==> config.mk <==
export PLATFORM = sky130hd
export DESIGN_NAME = byte_stream_bucket_hash
export DESIGN_NICKNAME = d
export VERILOG_FILES = /design/src/rtl/bsbh_pkg.sv /design/src/rtl/byte_stream_bucket_hash.sv /design/src/rtl/bsbh_ctrl.sv /design/src/rtl/bsbh_dp.sv
export SDC_FILE = /design/constraint.sdc
export NUM_CORES = 2
export LEC_CHECK = 0
export ABC_AREA = 1
export BUFFER_PORTS_ARGS = -buffer_cell sky130_fd_sc_hd__clkbuf_2
export CORE_ASPECT_RATIO = 1.4
export CORE_MARGIN = 2
export CORE_UTILIZATION = 45
export CTS_CLUSTER_DIAMETER = 40
export DETAILED_ROUTE_END_ITERATION = 8
export PLACE_DENSITY = 0.68
export SLEW_MARGIN = 0
export SYNTH_ARGS = -nofsm -noshare
export SYNTH_HDL_FRONTEND = slang
export SYNTH_HIERARCHICAL = 1
export SYNTH_SLANG_ARGS = --single-unit
==> constraint.sdc <==
create_clock -name clock -period 17.88 [get_ports clock]
set_input_delay 0.894 -clock clock [delete_from_list [all_inputs] [get_ports clock]]
set_output_delay 0.894 -clock clock [all_outputs]
set_load 0.01 [all_outputs]
==> src/rtl/bsbh_pkg.sv <==
`default_nettype none

package bsbh_pkg;

   // Field widths of the stream words.
   localparam int unsigned BYTE_W   = 8;
   localparam int unsigned LEN_W    = 16;
   localparam int unsigned HASH_W   = 32;
   localparam int unsigned FACTOR_W = 25;
   localparam int unsigned DIV_CNT_W = 5;

   // Bucket count after reset.
   localparam logic [HASH_W-1:0] RESET_BUCKETS = 32'd1024;

   // Controller states.
   typedef enum logic [2:0] {
      S_IDLE,
      S_MUL,
      S_UPD,
      S_FIN,
      S_DIV,
      S_DONE
   } state_type;

   // Commands from the controller to the datapath.
   typedef struct packed {
      logic load_in;    // capture the accepted byte and length
      logic clear_zero; // empty key: clear the key state and set the result to zero
      logic do_mul;     // form the per-byte factor
      logic do_upd;     // fold the factor into the running hash
      logic do_fin;     // multiply by length, clear the key, start the remainder
      logic div_step;   // one bit of the restoring remainder
      logic load_out;   // copy the result into the output register
   } cmd_type;

   // Status from the datapath to the controller.
   typedef struct packed {
      logic len_zero;   // length field of the offered word is zero
      logic last;       // the byte being folded ends the key
      logic bc_zero;    // bucket count of zero means no reduction
      logic div_done;   // the current remainder step is the last one
   } status_type;

endpackage

`default_nettype wire

==> src/rtl/byte_stream_bucket_hash.sv <==
// A byte that does not end its key passes from accept through the factor step (S_MUL) and the
// hash update step (S_UPD) before the next accept. The last byte of a key goes on to the final
// length multiply, the bit-serial remainder unit with one restoring step per bit, and the output
// load; the remainder unit is skipped when the bucket count is zero. An empty key gives index 0.
// No new byte is taken until the current one is through these steps and any result is loaded.
// Reset is synchronous and active high: key state clears and the bucket count becomes 1024.
`default_nettype none

module byte_stream_bucket_hash (
   input  wire         clock,
   input  wire         reset,
   input  wire         req_tvalid,
   output logic        req_tready,
   input  wire [23:0]  req_tdata,   // [7:0] data_byte, [23:8] key_length
   output logic        rsp_tvalid,
   input  wire         rsp_tready,
   output logic [31:0] rsp_tdata,   // [31:0] bucket_index
   input  wire         csr_we,
   input  wire [31:0]  csr_wdata
);

   bsbh_pkg::cmd_type    cmd;
   bsbh_pkg::status_type sts;

   // Sequencing of each byte and of the final reduction.
   bsbh_ctrl u_ctrl (
      .clock      (clock),
      .reset      (reset),
      .req_tvalid (req_tvalid),
      .req_tready (req_tready),
      .rsp_tvalid (rsp_tvalid),
      .rsp_tready (rsp_tready),
      .sts        (sts),
      .cmd        (cmd)
   );

   // Hash arithmetic, remainder unit and output register.
   bsbh_dp u_dp (
      .clock     (clock),
      .reset     (reset),
      .cmd       (cmd),
      .sts       (sts),
      .in_byte   (req_tdata[7:0]),
      .in_len    (req_tdata[23:8]),
      .csr_we    (csr_we),
      .csr_wdata (csr_wdata),
      .rsp_data  (rsp_tdata)
   );

endmodule

`default_nettype wire

==> src/rtl/bsbh_ctrl.sv <==
`default_nettype none

module bsbh_ctrl (
   input  wire                  clock,
   input  wire                  reset,
   input  wire                  req_tvalid,
   output logic                 req_tready,
   output logic                 rsp_tvalid,
   input  wire                  rsp_tready,
   input  bsbh_pkg::status_type sts,
   output bsbh_pkg::cmd_type    cmd
);

   bsbh_pkg::state_type state_ff, state_in;
   logic                rsp_valid_ff, rsp_valid_in;
   logic                req_acc;
   logic                out_free;

   assign req_acc  = req_tvalid && (state_ff == bsbh_pkg::S_IDLE);
   assign out_free = !rsp_valid_ff || rsp_tready;

   // Next state.
   always_comb begin
      state_in = state_ff;
      unique case (state_ff)
         bsbh_pkg::S_IDLE: begin
            if (req_acc) begin
               state_in = sts.len_zero ? bsbh_pkg::S_DONE : bsbh_pkg::S_MUL;
            end
         end
         bsbh_pkg::S_MUL: begin
            state_in = bsbh_pkg::S_UPD;
         end
         bsbh_pkg::S_UPD: begin
            state_in = sts.last ? bsbh_pkg::S_FIN : bsbh_pkg::S_IDLE;
         end
         bsbh_pkg::S_FIN: begin
            state_in = sts.bc_zero ? bsbh_pkg::S_DONE : bsbh_pkg::S_DIV;
         end
         bsbh_pkg::S_DIV: begin
            if (sts.div_done) begin
               state_in = bsbh_pkg::S_DONE;
            end
         end
         bsbh_pkg::S_DONE: begin
            if (out_free) begin
               state_in = bsbh_pkg::S_IDLE;
            end
         end
         default: begin
            state_in = bsbh_pkg::S_IDLE;
         end
      endcase
   end

   // Commands and handshake outputs.
   always_comb begin
      cmd            = '0;
      req_tready     = 1'b0;
      unique case (state_ff)
         bsbh_pkg::S_IDLE: begin
            req_tready     = 1'b1;
            cmd.load_in    = req_acc;
            cmd.clear_zero = req_acc && sts.len_zero;
         end
         bsbh_pkg::S_MUL: begin
            cmd.do_mul = 1'b1;
         end
         bsbh_pkg::S_UPD: begin
            cmd.do_upd = 1'b1;
         end
         bsbh_pkg::S_FIN: begin
            cmd.do_fin = 1'b1;
         end
         bsbh_pkg::S_DIV: begin
            cmd.div_step = 1'b1;
         end
         bsbh_pkg::S_DONE: begin
            cmd.load_out = out_free;
         end
         default: begin
            cmd = '0;
         end
      endcase
   end

   // The result word is held until the sink takes it.
   always_comb begin
      rsp_valid_in = rsp_valid_ff;
      if (cmd.load_out) begin
         rsp_valid_in = 1'b1;
      end else if (rsp_tready) begin
         rsp_valid_in = 1'b0;
      end
   end

   assign rsp_tvalid = rsp_valid_ff;

   always_ff @(posedge clock) begin
      if (reset) begin
         state_ff     <= bsbh_pkg::S_IDLE;
         rsp_valid_ff <= 1'b0;
      end else begin
         state_ff     <= state_in;
         rsp_valid_ff <= rsp_valid_in;
      end
   end

endmodule

`default_nettype wire

==> src/rtl/bsbh_dp.sv <==
`default_nettype none

module bsbh_dp (
   input  wire                                  clock,
   input  wire                                  reset,
   input  bsbh_pkg::cmd_type                    cmd,
   output bsbh_pkg::status_type                 sts,
   input  wire [bsbh_pkg::BYTE_W-1:0]           in_byte,
   input  wire [bsbh_pkg::LEN_W-1:0]            in_len,
   input  wire                                  csr_we,
   input  wire [bsbh_pkg::HASH_W-1:0]           csr_wdata,
   output logic [bsbh_pkg::HASH_W-1:0]          rsp_data
);

   logic [bsbh_pkg::HASH_W-1:0]    bc_ff;
   logic [bsbh_pkg::HASH_W-1:0]    hash_ff, hash_in;
   logic [bsbh_pkg::LEN_W-1:0]     pos_ff, pos_in;
   logic [bsbh_pkg::BYTE_W-1:0]    byte_ff;
   logic [bsbh_pkg::LEN_W-1:0]     len_ff;
   logic [bsbh_pkg::FACTOR_W-1:0]  factor_ff;
   logic [bsbh_pkg::HASH_W-1:0]    quo_ff, quo_in;
   logic [bsbh_pkg::HASH_W-1:0]    rem_ff, rem_in;
   logic [bsbh_pkg::DIV_CNT_W-1:0] cnt_ff, cnt_in;
   logic [bsbh_pkg::HASH_W-1:0]    out_ff;

   logic [bsbh_pkg::LEN_W-1:0]     mul_sel;
   logic [23:0]                    mul_prod;
   logic [bsbh_pkg::LEN_W:0]       mul_add;
   logic [bsbh_pkg::LEN_W:0]       pos_next;
   logic [bsbh_pkg::HASH_W-1:0]    fin_prod;
   logic [bsbh_pkg::HASH_W:0]      div_trial;
   logic [bsbh_pkg::HASH_W:0]      div_diff;

   // Bucket count register.
   always_ff @(posedge clock) begin
      if (reset) begin
         bc_ff <= bsbh_pkg::RESET_BUCKETS;
      end else if (csr_we) begin
         bc_ff <= csr_wdata;
      end
   end

   // Status toward the controller.
   assign pos_next     = {1'b0, pos_ff} + 17'd1;
   assign sts.len_zero = (in_len == '0);
   assign sts.last     = (pos_next >= {1'b0, len_ff});
   assign sts.bc_zero  = (bc_ff == '0);
   assign sts.div_done = (cnt_ff == '1);

   // Per-byte factor: byte times length at position one, byte times position plus length plus
   // position beyond it, and zero at position zero.
   assign mul_sel  = (pos_ff == 16'd1) ? len_ff : pos_ff;
   assign mul_prod = {16'd0, byte_ff} * {8'd0, mul_sel};
   assign mul_add  = (pos_ff > 16'd1) ? ({1'b0, len_ff} + {1'b0, pos_ff}) : '0;

   // Capture of the accepted word and the factor.
   always_ff @(posedge clock) begin
      if (cmd.load_in) begin
         byte_ff <= in_byte;
         len_ff  <= in_len;
      end
      if (cmd.do_mul) begin
         factor_ff <= {1'b0, mul_prod} + {8'd0, mul_add};
      end
   end

   // Running hash and position.
   always_comb begin
      hash_in = hash_ff;
      pos_in  = pos_ff;
      if (cmd.clear_zero || cmd.do_fin) begin
         hash_in = '0;
         pos_in  = '0;
      end else if (cmd.do_upd) begin
         priority if (pos_ff == 16'd0) begin
            hash_in = hash_ff + {24'd0, byte_ff};
         end else if (pos_ff == 16'd1) begin
            hash_in = hash_ff + {7'd0, factor_ff};
         end else begin
            hash_in = hash_ff * {7'd0, factor_ff};
         end
         pos_in = pos_next[bsbh_pkg::LEN_W-1:0];
      end
   end

   always_ff @(posedge clock) begin
      if (reset) begin
         hash_ff <= '0;
         pos_ff  <= '0;
      end else begin
         hash_ff <= hash_in;
         pos_ff  <= pos_in;
      end
   end

   // Final product and the bit-serial restoring remainder.
   assign fin_prod  = hash_ff * {16'd0, len_ff};
   assign div_trial = {rem_ff, quo_ff[bsbh_pkg::HASH_W-1]};
   assign div_diff  = div_trial - {1'b0, bc_ff};

   always_comb begin
      quo_in = quo_ff;
      rem_in = rem_ff;
      cnt_in = cnt_ff;
      if (cmd.clear_zero) begin
         rem_in = '0;
      end else if (cmd.do_fin) begin
         quo_in = fin_prod;
         rem_in = sts.bc_zero ? fin_prod : '0;
         cnt_in = '0;
      end else if (cmd.div_step) begin
         quo_in = {quo_ff[bsbh_pkg::HASH_W-2:0], 1'b0};
         rem_in = div_diff[bsbh_pkg::HASH_W] ? div_trial[bsbh_pkg::HASH_W-1:0]
                                             : div_diff[bsbh_pkg::HASH_W-1:0];
         cnt_in = cnt_ff + 5'd1;
      end
   end

   always_ff @(posedge clock) begin
      quo_ff <= quo_in;
      rem_ff <= rem_in;
      cnt_ff <= cnt_in;
      if (cmd.load_out) begin
         out_ff <= rem_ff;
      end
   end

   assign rsp_data = out_ff;

endmodule

`default_nettype wire

==> metrics.md <==
| Metric | Value |
|---|---|
| Status | `finished, final reports clean` |
| Drt drc | `0` |
| Largest family of logic cells by synthesized area | `adder cells` |
| Most used routing layer | `met2` |
| Register area | `5890 um^2` |
| Simple-Gate Fraction of Synth Area | `a little under a fifth` |
| Antenna-violating nets left | `0` |
| Setup Fix Bufs, Post-CTS | `0` |
| VDD IR max | `between 0.0001 and 0.00015 V` |
| CP max-delay cell | `nand2_2` |
| Syn Nets | `7634` |
| Minimum clock period | `between 7000 and 8000 ps` |
| Register-to-Register Path Depth | `26` |
| PostCTS Resize Cnt | `0` |
| Die ar. | `109000 um^2` |
| Crit start category | `flop` |
| Pint | `2.49 mW` |
| CP bufs+invs | `7` |
| Post-synth top cells | `1689 x inv_1, 1575 x nand2_1, 803 x fa_1` |
| Max-cap viol count | `0` |
| Die Wd | `280 um` |
| Count leader, synth | `inv_1` |
| Synthesized area | `between 40000 and 50000 um^2` |
| Vias | `between 40000 and 50000` |
| Predominant post-synthesis flop cell | `edfxtp_1` |
| Worst-Margin Slew | `1160 ps` |
| Comb pwr share | `around 73%` |
| F_max | `131 MHz` |
| Post-Syn Area per Cell | `7.42 um^2` |
| Period utilisation layout | `42.9%` |
| CTS tree | `yes` |
| Net load switching power | `~3.2 mW` |
| Largest net degree at the start of global routing | `slightly above 70` |
| Worst-Skew Late Latency | `570 ps` |
| DRT Pass-1 Iters | `9` |
| Met3 Track Usage GR | `3.33%` |
| Layout cells sized above 1 | `5.35%` |
| Top delay family on crit path | `adder cells` |
| Power Density | `113 nW/um^2` |
| Fin. max-slew vios | `0` |
| GRT Residual Overflow | `0` |
| Crit-path max FO | `39` |
| Most used cell, CP | `inv_1` |
| Layout filler cell count | `10510` |
| Final setup fails | `0` |
| RD Place Congestion | `1.02` |
| Clk sinks | `around 230` |
| Clk root buf | `clkbuf_16` |
| Port bufs | `94` |
| Netlist cell types | `65` |
| Mux share of post-synthesis cell area | `0.0235%` |
| I/O pins | `95` |
| TritonCTS Buffers | `35` |
| Detail-routed via count per cell | `5.32` |
| Clock Skews | `34.8 ps` |
| Sw Share | `56.6%` |
| FF+latch count, synth | `234` |
| Fin. Hold Viols | `0` |
| Reg power frac | `14.4%` |
| Static leakage | `27.6 nW` |
| Max Root-Sink Buffers | `3` |
| Detailed Place HPWL | `118 mm` |
| CP Data Required Time | `18190 ps` |
| Instance count on the critical path | `26` |
| Synth top area cells | `fa_1 34%, inv_1 13%, nand2_1 12%, ha_1 8.2%, edfxtp_1 7.4%` |
| Row cnt | `between 100 and 150` |
| Die height | `390 um` |
| Initial antenna violation count | `6` |
| Adder-cell share of the synthesized area | `41.7%` |
| Post-synth EDFFs | `118` |
| H-tree depth | `2` |
| Ys async rst share | `0%` |
| Synth Warn # | `6` |
| Total negative slack | `0 ps` |
| Met1 Use GR | `around a third` |
| Clock power share | `12.2%` |
| Nets@finish | `7558` |
| Total GRT Usage | `28.2%` |
| Hold Crit Class | `flop to flop` |
| Vias in the first global route | `43906` |
| Yosys top cell by area | `fa_1` |
| Initial Util | `45.4%` |
| Core area | `106000 um^2` |
| Hold path depth | `2` |
| Post-synthesis compound-gate area fraction | `slightly above 9%` |
| Worst Hold Margin | `484 ps` |
| Grt met2 use | `52.3%` |
| Worst relative slew slack | `22.9%` |
| Final wirelength | `150 mm` |
| Max incr delay on CP | `~690 ps` |
| WS Path Type | `flop to flop` |
| Multi-input logic area | `~35000 um^2` |
| Drt initial violations | `2716` |
| CP Data Arrival Time | `7970 ps` |
| Sequential share of the synthesized area | `between 10% and 20%` |
| WL/cell | `approximately 19 um` |
| Worst-path clk slew | `approximately 60 ps` |
| CP endpoint kind | `flop` |
| First-pass GRT wire length | `roughly 240 mm` |
| Post-Syn Instances | `6457` |
| Layout area overhead | `5.85%` |
| Post-cts hold buffer count | `0` |
| Top-area cell type share of the netlist area | `between 30% and 40%` |
| Synth Area in XOR/XNOR | `2.16%` |
| Unrepaired setup endpoints after global routing | `false` |
==> cell families (layout without fill, tap and decap cells) <==
family,Yosys count,count (layout)
other,0,3
muxes,1,1
AOI/OAI and AO/OA,780,780
DFF,234,234
adders and majority gates,1116,1116
and+or+nand+nor,2216,2216
buffers and inverters,1992,1942
xor gates and xnor gates,118,118
==> stage by stage <==
stage               std cells  util (%)  cell area (um^2)  setup WS [ps]  power, mW
floorplan                6457         -             47900          11580       3.69
detailed placement       7702      46.9             49600          10270       4.99
finish                   7768      48.0             50700          10220       5.73
CTS                      7765      48.0             50700          10260       5.73
global placement         7702      46.9             49600          10340       4.96
global route             7768      48.0             50700           9770       6.28
==> path summary, 6_finish.rpt <==
check	start	end	slack, ps
worst min-delay path	u_dp/bc_ff[15]	u_dp/bc_ff[15]	480
worst max-delay path	u_dp/pos_ff[1]	u_dp/factor_ff[21]	10220
worst min register to register	u_dp/bc_ff[15]	u_dp/bc_ff[15]	480
worst max register to register	u_dp/pos_ff[1]	u_dp/factor_ff[21]	10220
==> per-layer routing <==
metal  routed length [um]  share of wire [%]
met5                   25              0.017
met4                 8660                5.8
met3                 9100                6.1
met2                77900                 52
met1                54500                 36
==> final cells by class <==
type                       count  area share, %
clock buffer                  38           1.77
multi-input combinational   4231           68.0
inverter                    1705           12.6
sequential                   234           11.6
tap                         1358           3.35
clock inverter                25          0.547
timing repair buffer         174           2.11
antenna                        3         0.0148
==> registers in the layout, indices dropped and copies added (netlist names), 8 cells and up <==
signal,count
u_dp/len_ff,16
u_dp/factor_ff,25
u_dp/byte_ff,8
u_dp/rsp_data,32
u_dp/rem_ff,32
u_dp/hash_ff,32
u_dp/pos_ff,16
u_dp/bc_ff,32
u_dp/quo_ff,32
==> power groups by stage <==
stage | Sequential, mW | Combinational (mW) | Clock [mW]
5_1_grt | 0.835 | 4.71 | 0.732
2_1_floorplan | 0.750 | 2.94 | 0
3_5_place_dp | 0.832 | 4.16 | 0
6_report | 0.827 | 4.20 | 0.701
4_1_cts | 0.824 | 4.19 | 0.710
3_3_place_gp | 0.835 | 4.12 | 0
==> cell usage in the layout, fill, tap and decap left out, drive strengths merged, types with 14 or more instances in the layout <==
cell    Yosys  final
a31oi      47     47
o211ai     35     35
clkbuf    171    132
nor2      300    300
a21o       27     27
nand2    1588   1588
o21ai     261    261
edfxtp    118    118
or2        32     32
nand4      38     38
buf       116     80
nor3       40     40
a21oi     345    345
fa        803    803
clkinv      6     15
xor2       64     64
nand3     177    177
o21bai     25     25
nor4       24     24
nand3b     14     14
ha        313    313
dfxtp     116    116
inv      1699   1711
xnor2      54     54
==> worst min-delay path: stages (launching register included) <==
cell     delay, ps
dfxtp_1        310
inv_1           70
a21oi_1         60
Note: power is estimated with default switching activity, not from simulation.
